File: src/hdl/fcp_pkg.sv
// Package for the XOR-checked frame parser: phase and result types, header constants.
`timescale 1ns / 1ps
`default_nettype none

package fcp_pkg;

    typedef enum logic [2:0] {
        PH_HUNT_U   = 3'd0,
        PH_EXPECT_N = 3'd1,
        PH_EXPECT_E = 3'd2,
        PH_EXPECT_R = 3'd3,
        PH_LENGTH   = 3'd4,
        PH_COLON    = 3'd5,
        PH_COMMAND  = 3'd6,
        PH_BODY     = 3'd7
    } phase_t;

    typedef enum logic [1:0] {
        KIND_CMD     = 2'd0,
        KIND_PAYLOAD = 2'd1,
        KIND_GOOD    = 2'd2,
        KIND_BAD     = 2'd3
    } kind_t;

    typedef struct packed {
        logic       vld;
        kind_t      kind;
        logic [7:0] data;
    } result_t;

    localparam logic [7:0] HDR_U = 8'h55;
    localparam logic [7:0] HDR_N = 8'h4E;
    localparam logic [7:0] HDR_E = 8'h45;
    localparam logic [7:0] HDR_R = 8'h52;
    localparam logic [7:0] SEP_COLON = 8'h3A;

endpackage

`default_nettype wire

File: src/hdl/xor_checked_frame_parser.sv
// Top level of the XOR-checked frame parser: byte in, command/payload/report out.
//
//   channel | direction | handshake            | payload
//   --------+-----------+----------------------+---------------------------------
//   input   | in        | in_valid / in_stall  | rx_byte[7:0]
//   output  | out       | out_valid / out_stall| kind[1:0], data[7:0]
//
// One byte is taken per cycle while in_stall is low; its result, if any, shows on
// the output in the cycle after it is taken, from the result register.
// in_stall is high only while a result is held and out_stall is high; a byte
// taken in the same cycle the held result leaves replaces it.
// rst_n clears the parse phase, counters, XOR and the result valid at once.
// Header, length and ':' bytes give no result; command and payload bytes give
// one each, and the check byte gives a good or bad report.
`timescale 1ns / 1ps
`default_nettype none

module xor_checked_frame_parser (
    input  wire logic       clk,
    input  wire logic       rst_n,
    input  wire logic       in_valid,
    output logic            in_stall,
    input  wire logic [7:0] rx_byte,
    output logic            out_valid,
    input  wire logic       out_stall,
    output logic [1:0]      kind,
    output logic [7:0]      data
);

    fcp_pkg::result_t result;
    fcp_pkg::kind_t   out_kind;
    logic             busy;
    logic             accept;

    assign in_stall = busy;
    assign accept   = in_valid & ~busy;

    // phase machine and running XOR
    fcp_parser u_parser (
        .clk     (clk),
        .rst_n   (rst_n),
        .accept  (accept),
        .rx_byte (rx_byte),
        .result  (result)
    );

    // result register parts the two handshakes
    fcp_out_reg u_out (
        .clk       (clk),
        .rst_n     (rst_n),
        .result    (result),
        .out_stall (out_stall),
        .out_valid (out_valid),
        .out_kind  (out_kind),
        .out_data  (data),
        .busy      (busy)
    );

    assign kind = out_kind;

endmodule

`default_nettype wire

File: src/hdl/fcp_parser.sv
// Frame parser state machine: header hunt, length, command, payload and XOR check.
`timescale 1ns / 1ps
`default_nettype none

module fcp_parser (
    input  wire logic            clk,
    input  wire logic            rst_n,
    input  wire logic            accept,
    input  wire logic [7:0]      rx_byte,
    output fcp_pkg::result_t     result
);

    fcp_pkg::phase_t phase_reg, phase_next;
    logic [7:0] frame_length_reg, frame_length_next;
    logic [7:0] bytes_left_reg, bytes_left_next;
    logic [7:0] running_xor_reg, running_xor_next;
    logic [7:0] command_code_reg, command_code_next;

    // next state
    always_comb
    begin
        phase_next        = phase_reg;
        frame_length_next = frame_length_reg;
        bytes_left_next   = bytes_left_reg;
        running_xor_next  = running_xor_reg;
        command_code_next = command_code_reg;
        if (accept)
        begin
            case (phase_reg)
                fcp_pkg::PH_HUNT_U:
                begin
                    if (rx_byte == fcp_pkg::HDR_U)
                    begin
                        running_xor_next = rx_byte;
                        phase_next       = fcp_pkg::PH_EXPECT_N;
                    end
                end
                fcp_pkg::PH_EXPECT_N:
                begin
                    if (rx_byte == fcp_pkg::HDR_N)
                    begin
                        running_xor_next = running_xor_reg ^ rx_byte;
                        phase_next       = fcp_pkg::PH_EXPECT_E;
                    end
                    else
                        phase_next = fcp_pkg::PH_HUNT_U;
                end
                fcp_pkg::PH_EXPECT_E:
                begin
                    if (rx_byte == fcp_pkg::HDR_E)
                    begin
                        running_xor_next = running_xor_reg ^ rx_byte;
                        phase_next       = fcp_pkg::PH_EXPECT_R;
                    end
                    else
                        phase_next = fcp_pkg::PH_HUNT_U;
                end
                fcp_pkg::PH_EXPECT_R:
                begin
                    if (rx_byte == fcp_pkg::HDR_R)
                    begin
                        running_xor_next = running_xor_reg ^ rx_byte;
                        phase_next       = fcp_pkg::PH_LENGTH;
                    end
                    else
                        phase_next = fcp_pkg::PH_HUNT_U;
                end
                fcp_pkg::PH_LENGTH:
                begin
                    frame_length_next = rx_byte;
                    running_xor_next  = running_xor_reg ^ rx_byte;
                    phase_next        = fcp_pkg::PH_COLON;
                end
                fcp_pkg::PH_COLON:
                begin
                    if (rx_byte == fcp_pkg::SEP_COLON)
                    begin
                        running_xor_next = running_xor_reg ^ rx_byte;
                        phase_next       = fcp_pkg::PH_COMMAND;
                    end
                    else
                        phase_next = fcp_pkg::PH_HUNT_U;
                end
                fcp_pkg::PH_COMMAND:
                begin
                    command_code_next = rx_byte;
                    running_xor_next  = running_xor_reg ^ rx_byte;
                    bytes_left_next   = frame_length_reg;
                    phase_next        = fcp_pkg::PH_BODY;
                end
                fcp_pkg::PH_BODY:
                begin
                    if (bytes_left_reg != 8'd0)
                    begin
                        running_xor_next = running_xor_reg ^ rx_byte;
                        bytes_left_next  = bytes_left_reg - 8'd1;
                    end
                    else
                        phase_next = fcp_pkg::PH_HUNT_U;
                end
                default:
                    phase_next = fcp_pkg::PH_HUNT_U;
            endcase
        end
    end

    // result for the item taken this cycle
    always_comb
    begin
        result.vld  = 1'b0;
        result.kind = fcp_pkg::KIND_CMD;
        result.data = rx_byte;
        case (phase_reg)
            fcp_pkg::PH_COMMAND:
                result.vld = accept;
            fcp_pkg::PH_BODY:
            begin
                result.vld = accept;
                if (bytes_left_reg != 8'd0)
                    result.kind = fcp_pkg::KIND_PAYLOAD;
                else
                begin
                    result.kind = (running_xor_reg == rx_byte) ? fcp_pkg::KIND_GOOD
                                                               : fcp_pkg::KIND_BAD;
                    result.data = command_code_reg;
                end
            end
            default:
                result.vld = 1'b0;
        endcase
    end

    always_ff @(posedge clk or negedge rst_n)
    begin
        if (!rst_n)
        begin
            phase_reg        <= fcp_pkg::PH_HUNT_U;
            frame_length_reg <= 8'd0;
            bytes_left_reg   <= 8'd0;
            running_xor_reg  <= 8'd0;
            command_code_reg <= 8'd0;
        end
        else
        begin
            phase_reg        <= phase_next;
            frame_length_reg <= frame_length_next;
            bytes_left_reg   <= bytes_left_next;
            running_xor_reg  <= running_xor_next;
            command_code_reg <= command_code_next;
        end
    end

endmodule

`default_nettype wire

File: src/hdl/fcp_out_reg.sv
// Result register for the frame parser output channel.
`timescale 1ns / 1ps
`default_nettype none

module fcp_out_reg (
    input  wire logic             clk,
    input  wire logic             rst_n,
    input  wire fcp_pkg::result_t result,
    input  wire logic             out_stall,
    output logic                  out_valid,
    output fcp_pkg::kind_t        out_kind,
    output logic [7:0]            out_data,
    output logic                  busy
);

    logic           valid_reg, valid_next;
    fcp_pkg::kind_t kind_reg, kind_next;
    logic [7:0]     data_reg, data_next;

    always_comb
    begin
        valid_next = valid_reg;
        kind_next  = kind_reg;
        data_next  = data_reg;
        if (result.vld)
        begin
            valid_next = 1'b1;
            kind_next  = result.kind;
            data_next  = result.data;
        end
        else if (!out_stall)
            valid_next = 1'b0;
    end

    always_ff @(posedge clk or negedge rst_n)
    begin
        if (!rst_n)
            valid_reg <= 1'b0;
        else
            valid_reg <= valid_next;
    end

    always_ff @(posedge clk)
    begin
        kind_reg <= kind_next;
        data_reg <= data_next;
    end

    assign out_valid = valid_reg;
    assign out_kind  = kind_reg;
    assign out_data  = data_reg;
    // held result not yet taken: no room for a new one
    assign busy      = valid_reg & out_stall;

endmodule

`default_nettype wire

File: config.mk
export PLATFORM = sky130hd
export DESIGN_NAME = xor_checked_frame_parser
export DESIGN_NICKNAME = d
export VERILOG_FILES = /design/src/hdl/fcp_pkg.sv /design/src/hdl/xor_checked_frame_parser.sv /design/src/hdl/fcp_parser.sv /design/src/hdl/fcp_out_reg.sv
export SDC_FILE = /design/constraint.sdc
export NUM_CORES = 1
export LEC_CHECK = 0
export BUFFER_PORTS_ARGS = -buffer_cell sky130_fd_sc_hd__buf_2
export CAP_MARGIN = 10
export CELL_PAD_IN_SITES_DETAIL_PLACEMENT = 1
export CELL_PAD_IN_SITES_GLOBAL_PLACEMENT = 1
export CORE_MARGIN = 5
export CORE_UTILIZATION = 29
export DETAILED_ROUTE_END_ITERATION = 7
export PLACE_DENSITY_LB_ADDON = 0.1
export SLEW_MARGIN = 10
export SYNTH_ARGS = -nofsm -noshare
export SYNTH_HDL_FRONTEND = slang
export SYNTH_SLANG_ARGS = --single-unit
File: constraint.sdc
create_clock -name clk -period 1.85 [get_ports clk]
set_input_delay 0.0925 -clock clk [delete_from_list [all_inputs] [get_ports clk]]
set_output_delay 0.0925 -clock clk [all_outputs]
set_load 0.05 [all_outputs]
# [Yosys cells after proc, flatten, opt, wreduce, memory -nomap -nowiden]
# Index checks and enable logic that the tools add are counted.
[classes] multipliers=0 n_lt_le_gt_ge=0 div_mod_pow=0 n_shift=0 reduce_logical=11 bitwise=5 n_mux=23 n_eq_ne=21 add_sub_neg=1
[op_table] op="8-bit two-way mux" count=9
[op_table] op="8-bit case mux with 7 select lines" count=1
[op_table] op="8-bit by 7-bit == test with 1-bit output, second input constant" count=4
[op_table] op="3-bit case mux with 8 select lines" count=1
[op_table] op="8-bit case mux with 2 select lines" count=1
[op_table] op="2-bit by 1-bit inequality test with 1-bit output, second input constant" count=7
[op_table] op="3-bit == test, second input constant" count=4
[op_table] op="3-bit two-way mux" count=4
[op_table] op="8-bit by 6-bit == test with 1-bit output, second input constant" count=1
[op_table] op="8-bit == test" count=1
[op_table] op="8-bit nonzero test" count=1
[op_table] op="8-bit by 1-bit subtractor with 8-bit output, second input constant" count=1
[op_table] op="8-bit bitwise XOR" count=1
[op_table] op="7-bit AND reduction" count=1
[op_table] op="3-bit by 2-bit == test with 1-bit output, second input constant" count=2
[op_table] op="3-bit AND reduction" count=2
[op_table] op="2-bit OR reduction" count=3
[op_table] op="1-bit two-way mux" count=5
[op_table] op="2-bit two-way mux" count=2
[op_table] op="2-bit AND reduction" count=2
[op_table] op="3-bit by 1-bit == test with 1-bit output, second input constant" count=1
[op_table] op="3-bit zero test" count=1
[op_table] op="1-bit bitwise AND" count=2
[op_table] op="2-bit inequality test, second input constant" count=1
[op_table] op="other kinds (2)" count=3
[totals] mem_count=0 register_bits=46 mem_bits_ro=0 mem_bits_rw=0 latchBits=0 in_bits=12 wordCells=70

# [Longest topological paths before layout]
[logic_depth] depth_word=5 ltp_mapped=8 ltp_nobuf=7

# [Cells and area by module]
# A second synthesis with hierarchy kept.
[unflattened] hier_cells=252 hier_area_um2=2518.7
[modules_own_cells] mod="fcp_parser" cells_each=238 n_inst=1 area_each_um2=2165.8 seq_area_each_um2=875.8
[modules_own_cells] mod="fcp_out_reg" cells_each=13 n_inst=1 area_each_um2=339.1 seq_area_each_um2=325.3
[modules_own_cells] mod="xor_checked_frame_parser" cells_each=1 n_inst=1 area_each_um2=13.8 seq_area_each_um2=0.0

# [Worst setup path after synthesis]
# Ideal clock, no wire load.
[synth_path] kind="reg-to-reg" from="register u_parser.bytes_left_reg[0]" to="register u_out.data_reg[0], in the netlist u_out.out_data[0] (data pin)" arrival_time_ps=1713 required_ps=1590 stages_incl_launch_ff=8 path_slack_ps=-123 setup_time_ps=260 period_less_slack_ps=1973 path_cell_list="dfrtp_1 -> inv_1 -> ha_1 -> nor4b_1 -> and2_1 -> buf_2 -> nand2_1 -> mux2_2"
[synth_lines] item="start, declared" line="fcp_parser.sv:15" rtl="logic [7:0] bytes_left_reg, bytes_left_next;"
[synth_lines] item="start signal, assigned" line="fcp_parser.sv:147" rtl="bytes_left_reg <= bytes_left_next;"
[synth_lines] item="end signal, assigned" line="fcp_out_reg.sv:46" rtl="data_reg <= data_next;"
[synth_lines] item="end, declared" line="fcp_out_reg.sv:18" rtl="logic [7:0] data_reg, data_next;"

# [Final worst setup path]
[layout_path] from="register u_parser.bytes_left_reg[1]" to="register u_parser.phase_reg[1]"
[layout_via] elab_chain_len=3
[layout_lines] item="8-bit nonzero test" line="fcp_parser.sv:93" rtl="if (bytes_left_reg != 8'd0)"
[layout_lines] item="2-bit inequality test (no line)"
[layout_lines] item="3-bit AND reduction (no line)"
[layout_lines] item="end signal, assigned" line="fcp_parser.sv:137" rtl="phase_reg <= fcp_pkg::PH_HUNT_U;"
[layout_lines] item="end signal, assigned" line="fcp_parser.sv:145" rtl="phase_reg <= phase_next;"
[layout_lines] item="end, declared" line="fcp_parser.sv:13" rtl="fcp_pkg::phase_t phase_reg, phase_next;"
# No other way between the ends.
# A chain may end at the register's enable or synchronous reset.

==> flow_summary.html <==
<table>
<tr><th>Metric</th><th>Value</th></tr>
<tr><th colspan="2">Place</th></tr>
<tr><td>Total of buffers placed on input and output ports</td><td>23</td></tr>
<tr><td>Detailed placer's ending HPWL</td><td>4992 um</td></tr>
<tr><td>Last weighted congestion value of the routability-driven placer</td><td>0.7764</td></tr>
<tr><td>Minimum setup slack after placement</td><td>-0.01469 ns</td></tr>
<tr><td>Cell count after placement</td><td>385</td></tr>
<tr><th colspan="2">GRT</th></tr>
<tr><td>Gr usage total</td><td>13.85%</td></tr>
<tr><td>Antenna violations before repair</td><td>0</td></tr>
<tr><td>Largest net degree at the start of global routing</td><td>37</td></tr>
<tr><td>First-pass GRT wire length</td><td>11290 um</td></tr>
<tr><td>Vias in the first global route</td><td>2124</td></tr>
<tr><td>Total congestion overflow</td><td>0</td></tr>
<tr><th colspan="2">Floorplan</th></tr>
<tr><td>Area of the die</td><td>10620 um2</td></tr>
<tr><td>Number of primary I/O pins</td><td>24</td></tr>
<tr><td>Die X-Extent</td><td>103.1 um</td></tr>
<tr><td>Die height</td><td>103.1 um</td></tr>
<tr><td>Initial Utilization</td><td>29.22%</td></tr>
<tr><td>Site row count</td><td>34</td></tr>
<tr><td>Core footprint</td><td>8593 um2</td></tr>
<tr><th colspan="2">Clock tree</th></tr>
<tr><td>Clock slew at reported path FFs</td><td>0.09 ns</td></tr>
<tr><td>CTS tree</td><td>built</td></tr>
<tr><td>H-tree depth</td><td>2</td></tr>
<tr><td>Number of buffers between clock root and the deepest sink</td><td>2</td></tr>
<tr><td>Clk sink count</td><td>46</td></tr>
<tr><td>Clock root cell</td><td>sky130_fd_sc_hd__clkbuf_8</td></tr>
<tr><td>Number of buffers created by CTS</td><td>5</td></tr>
<tr><td>Clk Latency, worst-skew pair</td><td>0.31 ns</td></tr>
<tr><th colspan="2">Setup path</th></tr>
<tr><td>Chain of cells forming the critical path</td><td>inv_1 &gt; ha_4 &gt; nor4b_4 &gt; and2_4 &gt; buf_4 &gt; o211ai_1 &gt; nor4_1 &gt; a21o_1</td></tr>
<tr><td>Setup Crit Path Kind</td><td>reg -&gt; reg</td></tr>
<tr><td>Critical path capture point type</td><td>flop</td></tr>
<tr><td>Slowest stage cell, crit path</td><td>sky130_fd_sc_hd__dfrtp_1</td></tr>
<tr><td>Max Fanout on Critical Path</td><td>4</td></tr>
<tr><td>WP buf/inv</td><td>2</td></tr>
<tr><td>Endpoint arrival time on the critical path</td><td>2.02 ns</td></tr>
<tr><td>Highest cell delay on the worst timing path</td><td>0.39 ns</td></tr>
<tr><td>Critical Path RT</td><td>2.10 ns</td></tr>
<tr><td>Worst Setup Start Kind</td><td>flop</td></tr>
<tr><td>Largest delay share family, worst path</td><td>simple AND/OR/NAND/NOR gates</td></tr>
<tr><th colspan="2">Synthesis</th></tr>
<tr><td>Net count after synthesis</td><td>244</td></tr>
<tr><td>Sequential-to-total area share from yosys stat</td><td>47.83%</td></tr>
<tr><td>Largest cells by area after synthesis</td><td>sky130_fd_sc_hd__dfrtp_1 36%, sky130_fd_sc_hd__edfxtp_1 12%, sky130_fd_sc_hd__mux2_2 11%</td></tr>
<tr><td>Number of distinct library cells after synthesis</td><td>53</td></tr>
<tr><td>Biggest area consumer among synthesized cells</td><td>sky130_fd_sc_hd__dfrtp_1</td></tr>
<tr><td>Post-synthesis sequential element count</td><td>46</td></tr>
<tr><td>Yosys warns</td><td>0</td></tr>
<tr><td>Post-synth EDFFs</td><td>10</td></tr>
<tr><td>Post-Synthesis Cells</td><td>231</td></tr>
<tr><td>Mean instance size in the synthesized netlist</td><td>10.87 um2</td></tr>
<tr><td>Fraction of synthesis flops using an asynchronous set or reset pin</td><td>78.26%</td></tr>
<tr><td>Most common flop cell mapped by yosys</td><td>sky130_fd_sc_hd__dfrtp_1</td></tr>
<tr><td>Fraction of synthesized cell area taken by the top area cell type</td><td>35.87%</td></tr>
<tr><td>Total standard cell area after synthesis</td><td>2511 um2</td></tr>
<tr><th colspan="2">Power and ir drop</th></tr>
<tr><td>Power density over the cells</td><td>780.6 nW/um2</td></tr>
<tr><td>Post-layout power</td><td>0.002463 W</td></tr>
<tr><td>Reported leakage power</td><td>1.435 nW</td></tr>
<tr><td>Power spent charging and discharging nets</td><td>0.0007586 W</td></tr>
<tr><td>Share of power burned in the clock network</td><td>26.8%</td></tr>
<tr><td>Power share of the sequential group</td><td>48.9%</td></tr>
<tr><td>Share of total power consumed by net switching</td><td>30.80%</td></tr>
<tr><td>Part of the power in combinational logic</td><td>24.3%</td></tr>
<tr><td>Internal power</td><td>0.001704 W</td></tr>
<tr><td>Maximum vdd ir drop</td><td>0.3355 mV</td></tr>
<tr><th colspan="2">Run</th></tr>
<tr><td>Max_cap viols</td><td>0</td></tr>
<tr><th colspan="2">Timing</th></tr>
<tr><td>Transition time at the pin with the least slew margin</td><td>0.4508 ns</td></tr>
<tr><td>Worst rel slew slack</td><td>69.91%</td></tr>
<tr><td>Minimum clock period</td><td>1.771 ns</td></tr>
<tr><td>Final setup violating endpoints</td><td>0</td></tr>
<tr><td>Top achievable clock speed</td><td>564.6 MHz</td></tr>
<tr><td>Final clock period utilization by the worst path</td><td>95.73%</td></tr>
<tr><td>RSZ-0062 raised after global routing</td><td>true</td></tr>
<tr><td>Worst Clk Skew</td><td>0.009642 ns</td></tr>
<tr><td>Final Max Tran Viols</td><td>0</td></tr>
<tr><td>Final worst-path setup slack</td><td>0.07895 ns</td></tr>
<tr><td>Final hold violation count</td><td>0</td></tr>
<tr><th colspan="2">Hold path</th></tr>
<tr><td>Type of the tightest min-delay check</td><td>in -&gt; reg</td></tr>
<tr><th colspan="2">Drt</th></tr>
<tr><td>Vias</td><td>2016</td></tr>
<tr><td>Detailed-route vias per instance</td><td>5.078</td></tr>
<tr><td>Wire length per cell</td><td>17.26 um</td></tr>
<tr><td>Post-detailed-route count of antenna-violating nets</td><td>0</td></tr>
<tr><td>Detailed-route DRC error count</td><td>0</td></tr>
<tr><td>Total routed wirelength</td><td>6851 um</td></tr>
<tr><td>Drt pass-1 iters</td><td>4</td></tr>
<tr><td>Iteration-0 DRC count of the detailed router</td><td>85</td></tr>
<tr><th colspan="2">Layout</th></tr>
<tr><td>Share of post-route cells with drive strength above 1</td><td>39.79%</td></tr>
<tr><td>Ant. Diodes</td><td>0</td></tr>
<tr><td>Filler-free cell count of the finished design</td><td>397</td></tr>
<tr><td>End-of-flow core utilization</td><td>36.72%</td></tr>
<tr><td>Filler instances</td><td>974</td></tr>
<tr><td>Area growth, synth to finish</td><td>25.66%</td></tr>
<tr><td>Total number of nets in the final design</td><td>301</td></tr>
<tr><th colspan="2">Run status</th></tr>
<tr><td>Outcome</td><td>complete, no violations</td></tr>
</table>
## layer usage
layer	vias up	GRT usage (%)	share of wire, %
li1	968	-	-
met5	-	0	0
met1	1014	18.85	48
met4	0	3.884	1.4
met2	28	22.79	48
met3	6	2.233	2.5
## cell type report
cell class | count | area, um2 | share of cell area (%)
sequential | 46 | 1201 | 38.06
multi-input combinational | 155 | 1200 | 38.03
timing repair buffer | 67 | 476.7 | 15.11
tap | 108 | 135.1 | 4.282
clock buffer | 5 | 68.82 | 2.181
inverter | 13 | 48.80 | 1.546
clock inverter | 3 | 25.02 | 0.7930
## per-stage QoR
stage | setup TNS [ns] | hold WS (ns) | instance area, um2
finish | 0 | 0.05954 | 3156
global route | -0.05092 | 0.09721 | 3156
CTS | 0 | 0.04886 | 3103
detailed placement | -0.05046 | 0.08292 | 2988
global placement | -0.03978 | 0.08126 | 2988
floorplan | 0 | -0.2031 | 2524
## layout by cell type, fill, tap and decap left out, drive strengths merged, types with 3 or more instances in the layout
cell,count
buf,66
dfrtp,36
mux2,24
o21ai,18
inv,14
nor2,13
edfxtp,10
nand2,10
xor2,8
a21oi,8
a31oi,7
nor3,5
clkbuf,5
nor4,5
a31o,4
nand3,3
nor2b,3
a22oi,3
nand4bb,3
## cell usage after synthesis, types with 3 or more instances
library cell / n
sky130_fd_sc_hd__a21oi_1: 8
sky130_fd_sc_hd__a22oi_1: 3
sky130_fd_sc_hd__a31o_1: 4
sky130_fd_sc_hd__a31oi_1: 7
sky130_fd_sc_hd__buf_2: 5
sky130_fd_sc_hd__buf_4: 5
sky130_fd_sc_hd__buf_6: 3
sky130_fd_sc_hd__clkbuf_1: 3
sky130_fd_sc_hd__dfrtp_1: 36
sky130_fd_sc_hd__edfxtp_1: 10
sky130_fd_sc_hd__inv_1: 13
sky130_fd_sc_hd__mux2_2: 24
sky130_fd_sc_hd__nand2_1: 10
sky130_fd_sc_hd__nand3_1: 3
sky130_fd_sc_hd__nor2_1: 11
sky130_fd_sc_hd__nor2b_1: 3
sky130_fd_sc_hd__nor3_1: 5
sky130_fd_sc_hd__nor4_1: 4
sky130_fd_sc_hd__o21ai_0: 18
sky130_fd_sc_hd__xor2_1: 8
## path summary, 6_finish.rpt
path / slack (ns) / from / to / depth (start not counted)
worst max-delay path: 0.08 / u_parser.bytes_left_reg[1]$_DFFE_PN0P_ / u_parser.phase_reg[1]$_DFFE_PN0P_ / 8
worst min-delay path: 0.06 / out_stall / u_out.out_valid$_DFFE_PN0P_ / 3
worst max register to register: 0.08 / u_parser.bytes_left_reg[1]$_DFFE_PN0P_ / u_parser.phase_reg[1]$_DFFE_PN0P_ / 8
worst min register to register: 0.52 / u_parser.frame_length_reg[6]$_DFFE_PN0P_ / u_parser.frame_length_reg[6]$_DFFE_PN0P_ / 1
max in group asynchronous: 1.37 / rst_n / u_parser.frame_length_reg[0]$_DFFE_PN0P_ / 3
min in group asynchronous: 0.29 / rst_n / u_parser.frame_length_reg[7]$_DFFE_PN0P_ / 3
## power by group through the flow
stage	logic, W	registers (W)	clock network (W)
2_1_floorplan	0.000388	0.00121	0
4_1_cts	0.000581	0.00120	0.000695
3_5_place_dp	0.000567	0.00123	0
3_3_place_gp	0.000566	0.00122	0
5_1_grt	0.000669	0.00122	0.000735
6_report	0.000598	0.00120	0.000661
## cells by family (layout without fill, tap and decap cells)
group                    count (synthesis)  count (layout)  synth area share [%]
AO/OA/AOI/OAI                           62              62                 16.89
AND/OR/NAND/NOR                         58              58                 14.05
flip-flops                              46              46                 47.83
buffers and inverters                   30              88                 6.378
multiplexers                            26              26                 11.56
XOR/XNOR                                 8               8                 2.790
adder cells (fa/ha/maj)                  1               1                0.4982
## timing repair
action,in CTS,in global routing
endpoints found under the hold margin,36,0
endpoints found under the setup margin,20,21
gates resized for setup,3,8
pin swaps,0,1
hold buffers,1,0
buffers inserted,0,3
## worst min-delay path: stages
cell and delay [ns]:
sky130_fd_sc_hd__buf_2 0.10, sky130_fd_sc_hd__nand2_1 0.08, sky130_fd_sc_hd__nand2_1 0.06
Note: power is estimated with default switching activity, not from simulation.
